### config.mk
export PLATFORM = sky130hd
export DESIGN_NAME = byte_translate_delete_squeeze
export DESIGN_NICKNAME = d
export VERILOG_FILES = /design/src/hw/rtl/bxds_pkg.sv /design/src/hw/rtl/byte_translate_delete_squeeze.sv /design/src/hw/rtl/bxds_front.sv /design/src/hw/rtl/bxds_queue.sv /design/src/hw/rtl/bxds_back.sv
export SDC_FILE = /design/constraint.sdc
export NUM_CORES = 2
export LEC_CHECK = 0
export BUFFER_PORTS_ARGS = -buffer_cell sky130_fd_sc_hd__buf_2
export CORE_MARGIN = 1
export CORE_UTILIZATION = 45
export DETAILED_ROUTE_END_ITERATION = 8
export RECOVER_POWER = 50
export SLEW_MARGIN = 20
export SYNTH_ARGS = -nofsm -noshare
export SYNTH_HDL_FRONTEND = slang
export SYNTH_SLANG_ARGS = --single-unit
### constraint.sdc
create_clock -name clk -period 16.8 [get_ports clk]
set_clock_uncertainty 0.05 [all_clocks]
set_input_delay 3.36 -clock clk [delete_from_list [all_inputs] [get_ports clk]]
set_output_delay 3.36 -clock clk [all_outputs]
set_load 0.005 [all_outputs]
### src/hw/rtl/bxds_pkg.sv
`timescale 1ns / 1ps
// Types and constants shared by the byte translate/delete/squeeze filter.
// No dependencies.
package bxds_pkg;

	localparam int BYTE_W    = 8;
	localparam int KEY_COUNT = 256;

	// configuration register indexes
	localparam logic REG_DELETE_MODE  = 1'b0;
	localparam logic REG_SQUEEZE_MODE = 1'b1;

	typedef enum logic [1:0] {
		OP_MARK_DEL = 2'd0,
		OP_MARK_SQZ = 2'd1,
		OP_SET_REPL = 2'd2,
		OP_DATA     = 2'd3
	} op_t;

	// One map entry: squeeze mark, delete mark, replacement byte.
	typedef struct packed {
		logic              sqz;
		logic              del;
		logic [BYTE_W-1:0] repl;
	} entry_t;

	// Item as classified by the front and carried through the queue.
	typedef struct packed {
		op_t               op;
		logic [BYTE_W-1:0] key;
		logic [BYTE_W-1:0] val;
	} item_t;

	typedef struct packed {
		logic del_mode;
		logic sqz_mode;
	} modes_t;

endpackage

### src/hw/rtl/byte_translate_delete_squeeze.sv
`timescale 1ns / 1ps
// Top level of the byte translate/delete/squeeze filter.
// Depends on bxds_pkg, bxds_front, bxds_queue and bxds_back.
//
//   channel  handshake             payload
//   in       in_valid / in_stall   cmd, key_byte, value_byte
//   out      out_valid / out_stall out_byte
//   cfg      cfg_we                cfg_index, cfg_data
//
// One item per cycle sustained while out_stall is low; a kept data byte passes
// through the queue slot, the registered table read and the output register.
// Reset clears the queue, the marks of the map (it reads as identity) and the
// last-emitted record; no clearing pass is needed.
// The queue absorbs back-side stalls; in_stall rises only when it is full.
module byte_translate_delete_squeeze
	import bxds_pkg::*;
#(
	parameter int QUEUE_DEPTH = 4
) (
	input  logic              clk,
	input  logic              arst_n,
	input  logic              in_valid,
	output logic              in_stall,
	input  logic [1:0]        cmd,
	input  logic [BYTE_W-1:0] key_byte,
	input  logic [BYTE_W-1:0] value_byte,
	output logic              out_valid,
	input  logic              out_stall,
	output logic [BYTE_W-1:0] out_byte,
	input  logic              cfg_we,
	input  logic              cfg_index,
	input  logic              cfg_data
);

	modes_t modes_q;
	logic   q_full;
	logic   q_push;
	item_t  q_in;
	logic   q_pop;
	logic   head_valid;
	item_t  head_item;

	always_ff @(posedge clk or negedge arst_n) begin
		if (!arst_n) begin
			modes_q <= '0;
		end else if (cfg_we) begin
			unique case (cfg_index)
				REG_DELETE_MODE:  modes_q.del_mode <= cfg_data;
				REG_SQUEEZE_MODE: modes_q.sqz_mode <= cfg_data;
			endcase
		end
	end

	bxds_front u_front (
		.in_valid   (in_valid),
		.in_stall   (in_stall),
		.cmd        (cmd),
		.key_byte   (key_byte),
		.value_byte (value_byte),
		.q_full     (q_full),
		.q_push     (q_push),
		.q_item     (q_in)
	);

	bxds_queue #(
		.DEPTH (QUEUE_DEPTH)
	) u_queue (
		.clk        (clk),
		.arst_n     (arst_n),
		.push       (q_push),
		.push_item  (q_in),
		.full       (q_full),
		.pop        (q_pop),
		.head_valid (head_valid),
		.head_item  (head_item)
	);

	bxds_back u_back (
		.clk        (clk),
		.arst_n     (arst_n),
		.modes      (modes_q),
		.head_valid (head_valid),
		.head_item  (head_item),
		.pop        (q_pop),
		.out_valid  (out_valid),
		.out_stall  (out_stall),
		.out_byte   (out_byte)
	);

endmodule

### src/hw/rtl/bxds_front.sv
`timescale 1ns / 1ps
// Front: input handshake and command classification.
// Depends on bxds_pkg; feeds bxds_queue.
module bxds_front
	import bxds_pkg::*;
(
	input  logic              in_valid,
	output logic              in_stall,
	input  logic [1:0]        cmd,
	input  logic [BYTE_W-1:0] key_byte,
	input  logic [BYTE_W-1:0] value_byte,
	input  logic              q_full,
	output logic              q_push,
	output item_t             q_item
);

	op_t op;

	always_comb begin
		unique case (cmd)
			OP_MARK_DEL: op = OP_MARK_DEL;
			OP_MARK_SQZ: op = OP_MARK_SQZ;
			OP_SET_REPL: op = OP_SET_REPL;
			default:     op = OP_DATA;
		endcase
	end

	assign in_stall   = q_full;
	assign q_push     = in_valid & ~q_full;
	assign q_item.op  = op;
	assign q_item.key = key_byte;
	// value only matters for a replacement write
	assign q_item.val = (op == OP_SET_REPL) ? value_byte : '0;

endmodule

### src/hw/rtl/bxds_queue.sv
`timescale 1ns / 1ps
// Short item queue between front and back.
// Depends on bxds_pkg.
module bxds_queue
	import bxds_pkg::*;
#(
	parameter int DEPTH = 4
) (
	input  logic  clk,
	input  logic  arst_n,
	input  logic  push,
	input  item_t push_item,
	output logic  full,
	input  logic  pop,
	output logic  head_valid,
	output item_t head_item
);

	localparam int PTR_W = (DEPTH > 1) ? $clog2(DEPTH) : 1;
	localparam int CNT_W = $clog2(DEPTH + 1);

	item_t             slot_q [DEPTH];
	logic [PTR_W-1:0]  wr_ptr_q;
	logic [PTR_W-1:0]  rd_ptr_q;
	logic [CNT_W-1:0]  count_q;
	logic              do_push;
	logic              do_pop;

	assign full       = (count_q == CNT_W'(DEPTH));
	assign head_valid = (count_q != '0);
	assign head_item  = slot_q[rd_ptr_q];
	assign do_push    = push & ~full;
	assign do_pop     = pop & head_valid;

	always_ff @(posedge clk) begin
		if (do_push) begin
			slot_q[wr_ptr_q] <= push_item;
		end
	end

	always_ff @(posedge clk or negedge arst_n) begin
		if (!arst_n) begin
			wr_ptr_q <= '0;
			rd_ptr_q <= '0;
			count_q  <= '0;
		end else begin
			if (do_push) begin
				wr_ptr_q <= (wr_ptr_q == PTR_W'(DEPTH - 1)) ? '0 : wr_ptr_q + 1'b1;
			end
			if (do_pop) begin
				rd_ptr_q <= (rd_ptr_q == PTR_W'(DEPTH - 1)) ? '0 : rd_ptr_q + 1'b1;
			end
			unique case ({do_push, do_pop})
				2'b10:   count_q <= count_q + 1'b1;
				2'b01:   count_q <= count_q - 1'b1;
				default: count_q <= count_q;
			endcase
		end
	end

endmodule

### src/hw/rtl/bxds_back.sv
`timescale 1ns / 1ps
// Back: map table, entry update, delete/squeeze decision and output register.
// Depends on bxds_pkg; takes items from bxds_queue.
module bxds_back
	import bxds_pkg::*;
(
	input  logic              clk,
	input  logic              arst_n,
	input  modes_t            modes,
	input  logic              head_valid,
	input  item_t             head_item,
	output logic              pop,
	output logic              out_valid,
	input  logic              out_stall,
	output logic [BYTE_W-1:0] out_byte
);

	entry_t              map_mem [KEY_COUNT];
	logic [KEY_COUNT-1:0] written_q;

	logic              v_s1;
	op_t               op_s1;
	logic [BYTE_W-1:0] key_s1;
	logic [BYTE_W-1:0] val_s1;
	entry_t            rd_s1;
	logic              rd_written_s1;

	logic              fwd_v_q;
	logic [BYTE_W-1:0] fwd_key_q;
	entry_t            fwd_ent_q;

	entry_t            last_q;
	logic              last_v_q;
	logic              out_valid_q;
	logic [BYTE_W-1:0] out_byte_q;

	entry_t ent;
	entry_t new_ent;
	logic   drop;
	logic   emit;
	logic   adv;
	logic   wr_en;
	logic   fire;

	always_comb begin
		priority if (fwd_v_q && fwd_key_q == key_s1) begin
			ent = fwd_ent_q;
		end else if (rd_written_s1) begin
			ent = rd_s1;
		end else begin
			ent = '{sqz: 1'b0, del: 1'b0, repl: key_s1};
		end
	end

	always_comb begin
		unique case (op_s1)
			OP_MARK_DEL: new_ent = '{sqz: 1'b0, del: 1'b1, repl: key_s1};
			OP_MARK_SQZ: new_ent = '{sqz: 1'b1, del: ent.del, repl: ent.repl};
			OP_SET_REPL: new_ent = '{sqz: ent.sqz, del: ent.del, repl: val_s1};
			default:     new_ent = ent;
		endcase
	end

	assign drop  = (modes.del_mode & ent.del)
		| (modes.sqz_mode & ent.sqz & last_v_q & (last_q == ent));
	assign emit  = (op_s1 == OP_DATA) & ~drop;
	assign adv   = ~v_s1 | ~emit | ~out_valid_q | ~out_stall;
	assign pop   = adv & head_valid;
	assign wr_en = v_s1 & adv & (op_s1 != OP_DATA);
	assign fire  = v_s1 & adv & emit;

	// table write and registered read; read returns the old entry on a clash
	always_ff @(posedge clk) begin
		if (wr_en) begin
			map_mem[key_s1] <= new_ent;
		end
		if (pop) begin
			rd_s1 <= map_mem[head_item.key];
		end
	end

	always_ff @(posedge clk) begin
		if (pop) begin
			op_s1     <= head_item.op;
			key_s1    <= head_item.key;
			val_s1    <= head_item.val;
			fwd_key_q <= key_s1;
			fwd_ent_q <= new_ent;
		end
		if (fire) begin
			last_q     <= ent;
			out_byte_q <= ent.repl;
		end
	end

	always_ff @(posedge clk or negedge arst_n) begin
		if (!arst_n) begin
			written_q     <= '0;
			rd_written_s1 <= 1'b0;
			v_s1          <= 1'b0;
			fwd_v_q       <= 1'b0;
			last_v_q      <= 1'b0;
			out_valid_q   <= 1'b0;
		end else begin
			if (wr_en) begin
				written_q[key_s1] <= 1'b1;
			end
			if (pop) begin
				rd_written_s1 <= written_q[head_item.key];
				fwd_v_q       <= wr_en;
			end
			if (adv) begin
				v_s1 <= head_valid;
			end
			if (fire) begin
				last_v_q    <= 1'b1;
				out_valid_q <= 1'b1;
			end else if (!out_stall) begin
				out_valid_q <= 1'b0;
			end
		end
	end

	assign out_valid = out_valid_q;
	assign out_byte  = out_byte_q;

endmodule
==> flow_metrics.py <==
metrics = {
    "run_status": {
        "outcome": "complete, but fails checks",
        "failed_checks": "capacitance limit, slew limit",
    },
    "synthesis": {
        "synth_ff_type": "edfxtp_1",
        "yosysWarningCount": 0,
        "synth-edff-count": 2688,
        "ys_top_cells_by_area": "edfxtp_1 (69%), mux4_2 (13%), dfrtp_1 (5.8%)",
        "synth_seq_area_share_pct": 75.25,
        "synth-seq-cells": 2958,
        "yosysTopAreaCell": "edfxtp_1",
        "synth_cell_types": 72,
        "synthesis.nets": 6254,
        "synth.most_common_cell": "edfxtp_1",
        "synth_async_sr_flop_share_pct": 9.128,
        "syn_area_um2": 116200,
        "syn_avg_cell_area_um2": 18.68,
        "yosysTopAreaCellShare_pct": 69.44,
        "syn_inst": 6222,
        "synth_common_cells": "edfxtp_1 (2688), nand2_1 (782), mux4_2 (673)",
    },
    "cells_and_area": {
        "synthToLayoutAreaGrowth_pct": 11.95,
        "fin_nets": 6440,
        "final_cell_count_no_fill": 10037,
        "layout-drive-gt1-share_pct": 24.18,
    },
    "sta": {
        "fin_crit_sh_pct": 64.73,
        "setup_viol": 0,
        "hold_violations": 0,
        "fin_tns_setup_ns": 0,
        "clock.fmax_mhz": 91.96,
        "worst_slew_pin_slew_ns": 5.384,
        "relSlewSlack_pct": -259.0,
        "rsz0062_at_grt": "no",
        "period_minus_slack_ns": 10.87,
        "report.final.slew_viol_count": 971,
    },
    "grt": {
        "grt_antenna_before_repair": 13,
        "grt.overflow.total": 0,
        "grt_pass1_vias": 60267,
        "grt_max_degree": 193,
        "grt_use_total_pct": 23.71,
        "grt_pass1_wl_mm": 441.6,
    },
    "clocking": {
        "cts_tree": "yes",
        "clockRootBuffer": "clkbuf_16",
        "cts_resized": 0,
        "cts_buffer_depth": 4,
        "insertion_delay_ns": 0.94,
        "cts_buffers": 322,
        "hold_buffers": 0,
        "cts_setup_buffers": 0,
        "clkTransAtPathRegs_ns": 0.07,
        "clock-sinks": 2958,
        "htreeDepth": 5,
    },
    "worst_setup_path": {
        "cpMaxStageDelayCell": "clkinvlp_2",
        "cp.required_ns": 17.53,
        "r2r_slack_ns": 5.93,
        "r2r-start": "u_queue.rd_ptr_q[0]$_DFFE_PN0P_",
        "path_class": "flip-flop to flip-flop",
        "crit_chain": "clkbuf_1, mux2_2, buf_4, clkinvlp_2, buf_4, buf_12, mux4_2, nand2_1, nand3_1, a21oi_1, nor4_1, nand2_1, nor2_1",
        "worstRegToRegCells": 13,
        "slowest_delay_ns": 3.75,
        "worstPathArrival_ns": 11.61,
        "crit_fanout": 107,
        "worst_setup_path_start_kind": "flip-flop",
        "path_buf_inv": 5,
        "end_kind": "flip-flop",
        "crit_family": "buffers and inverters",
        "r2r-end": "u_back.rd_s1[3]$_DFFE_PP_",
    },
    "power": {
        "vdd_drop_max_uv": 336.2,
        "power_leakage_nw": 43.43,
        "power_density_nw_per_um2": 210.9,
    },
    "drt": {
        "met2_length_mm": 144.4,
        "first_pass_iters": 6,
        "met3_length_mm": 25.62,
        "via_per_inst": 5.992,
        "wl_mm": 306.9,
        "topRoutingLayerUsed": "met5",
        "drc": 0,
        "routedLengthMet1_mm": 128.5,
        "vias": 60143,
        "drt-initial-drc-count": 7243,
        "ant_nets": 0,
        "avgRoutedWirePerCell_um": 30.58,
    },
    "floorplan": {
        "fp.dieW_um": 510.2,
        "io_pins": 35,
        "rows": 186,
        "initial_utilization_pct": 45.24,
        "core-area_um2": 256900,
        "die_h_um": 510.2,
        "die_area_um2": 260300,
    },
    "worst_hold_path": {
        "min_from": "u_back.written_q[4]$_DFFE_PN0P_",
        "min_to": "u_back.written_q[4]$_DFFE_PN0P_",
        "worstHoldPathCells": 1,
        "hold_class": "flip-flop to flip-flop",
    },
    "placement": {
        "hpwlAfterDp_mm": 176.7,
        "gp_congestion": 0.8233,
        "io_buffers": 34,
        "dp_cells": 9467,
    },
    "job": {
        "drv_cap": 18,
    },
}
## cell usage in the layout, fill, tap and decap left out, types with 15 or more instances in the layout
master,synthesis,routed
or2_2,261,260
nor4_1,49,24
o21ai_0,18,16
edfxtp_1,2688,2688
a211oi_1,27,27
clkinv_1,0,38
clkinv_2,0,47
nor2b_1,32,31
nand3_1,342,339
nor2_2,0,45
buf_2,89,24
buf_12,2,16
mux4_2,673,673
dfrtp_1,270,270
nand2_1,782,776
nor4_2,2,24
mux2i_1,78,78
buf_4,99,74
nor2_1,295,250
a21oi_1,170,170
clkbuf_16,0,327
clkbuf_1,92,182
clkbuf_8,0,26
mux2_2,19,15
bufinv_16,0,19
## per-layer routing
metal  vias up  GRT usage [%]
li1      24835              -
met5         -              0
met3       488          4.573
met2      2517          36.89
met4         6          6.163
met1     32297          34.47
## worst max-delay path by stage
stage	startpoint	to	slack [ns]	cells after the start
4_1_cts	u_queue.rd_ptr_q[1]$_DFFE_PN0P_	u_back.rd_s1[6]$_DFFE_PP_	10.34	13
3_5_place_dp	u_queue.rd_ptr_q[1]$_DFFE_PN0P_	u_back.rd_s1[6]$_DFFE_PP_	10.39	13
6_report	u_queue.rd_ptr_q[0]$_DFFE_PN0P_	u_back.rd_s1[3]$_DFFE_PP_	5.93	13
3_3_place_gp	u_queue.rd_ptr_q[1]$_DFFE_PN0P_	u_back.rd_s1[2]$_DFFE_PP_	8.75	13
5_1_grt	u_queue.rd_ptr_q[0]$_DFFE_PN0P_	u_back.rd_s1[3]$_DFFE_PP_	5.50	13
2_1_floorplan	u_back.op_s1[1]$_DFFE_PP_	u_back.fwd_ent_q[1]$_DFFE_PP_	3.69	3
## cell families (layout without fill, tap and decap cells)
group,count (synthesis),in the layout,synth area share [%]
AO/OA/AOI/OAI,291,291,1.554
other,0,3,0
multiplexers,774,774,13.95
XOR/XNOR,13,13,0.1464
buffers and inverters,361,789,1.862
adder cells (fa/ha/maj),7,7,0.08181
flip-flops,2958,2958,75.25
AND/OR/NAND/NOR,1818,1818,7.154
## metrics by stage
step / hold WS [ns] / cell area (um2) / total power (W) / setup WS [ns] / utilization (%)
2_1_floorplan: 0.3777 / 116200 / 0.01788 / 3.694 / -
3_3_place_gp: 0.3927 / 120300 / 0.02053 / 8.750 / 46.83
3_5_place_dp: 0.3945 / 120600 / 0.02075 / 10.39 / 46.95
4_1_cts: 0.4086 / 130600 / 0.02749 / 10.34 / 50.84
5_1_grt: 0.4168 / 130100 / 0.02844 / 5.497 / 50.65
6_report: 0.4087 / 130100 / 0.02744 / 5.925 / 50.65
## where the power goes
| part | internal (W) | total (W) | switching [W] | leakage (nW) |
|---|---|---|---|---|
| registers | 0.0105 | 0.0108 | 0.000280 | 27.9 |
| logic | 0.00311 | 0.00985 | 0.00674 | 10.6 |
| clock network | 0.00398 | 0.00679 | 0.00282 | 4.89 |
## state kept, by name, indices dropped and copies added, names as in the netlist
register	flops
u_back.map_mem	2560
u_back.rd_s1	10
u_back.val_s1	8
u_back.last_v_q	1
u_queue.count_q	3
u_back.fwd_key_q	8
u_back.fwd_v_q	1
u_back.fwd_ent_q	10
u_back.key_s1	8
u_back.out_valid	1
u_queue.wr_ptr_q	2
modes_q	2
u_back.rd_written_s1	1
u_back.last_q	10
u_queue.rd_ptr_q	2
u_queue.slot_q	72
u_back.written_q	256
u_back.v_s1	1
u_back.op_s1	2
## cell type report
type                    count  area [um2]
multi-input cells        2903       26900
clock buffers             445        8886
diodes                      3       7.507
fillers                 20856      126800
repair buffers            210        1418
clock inverters           121        1117
flip-flops and latches   2958       87470
well taps                3384        4234
inverters                  13       91.34
Power figures use the tool's default switching activity.
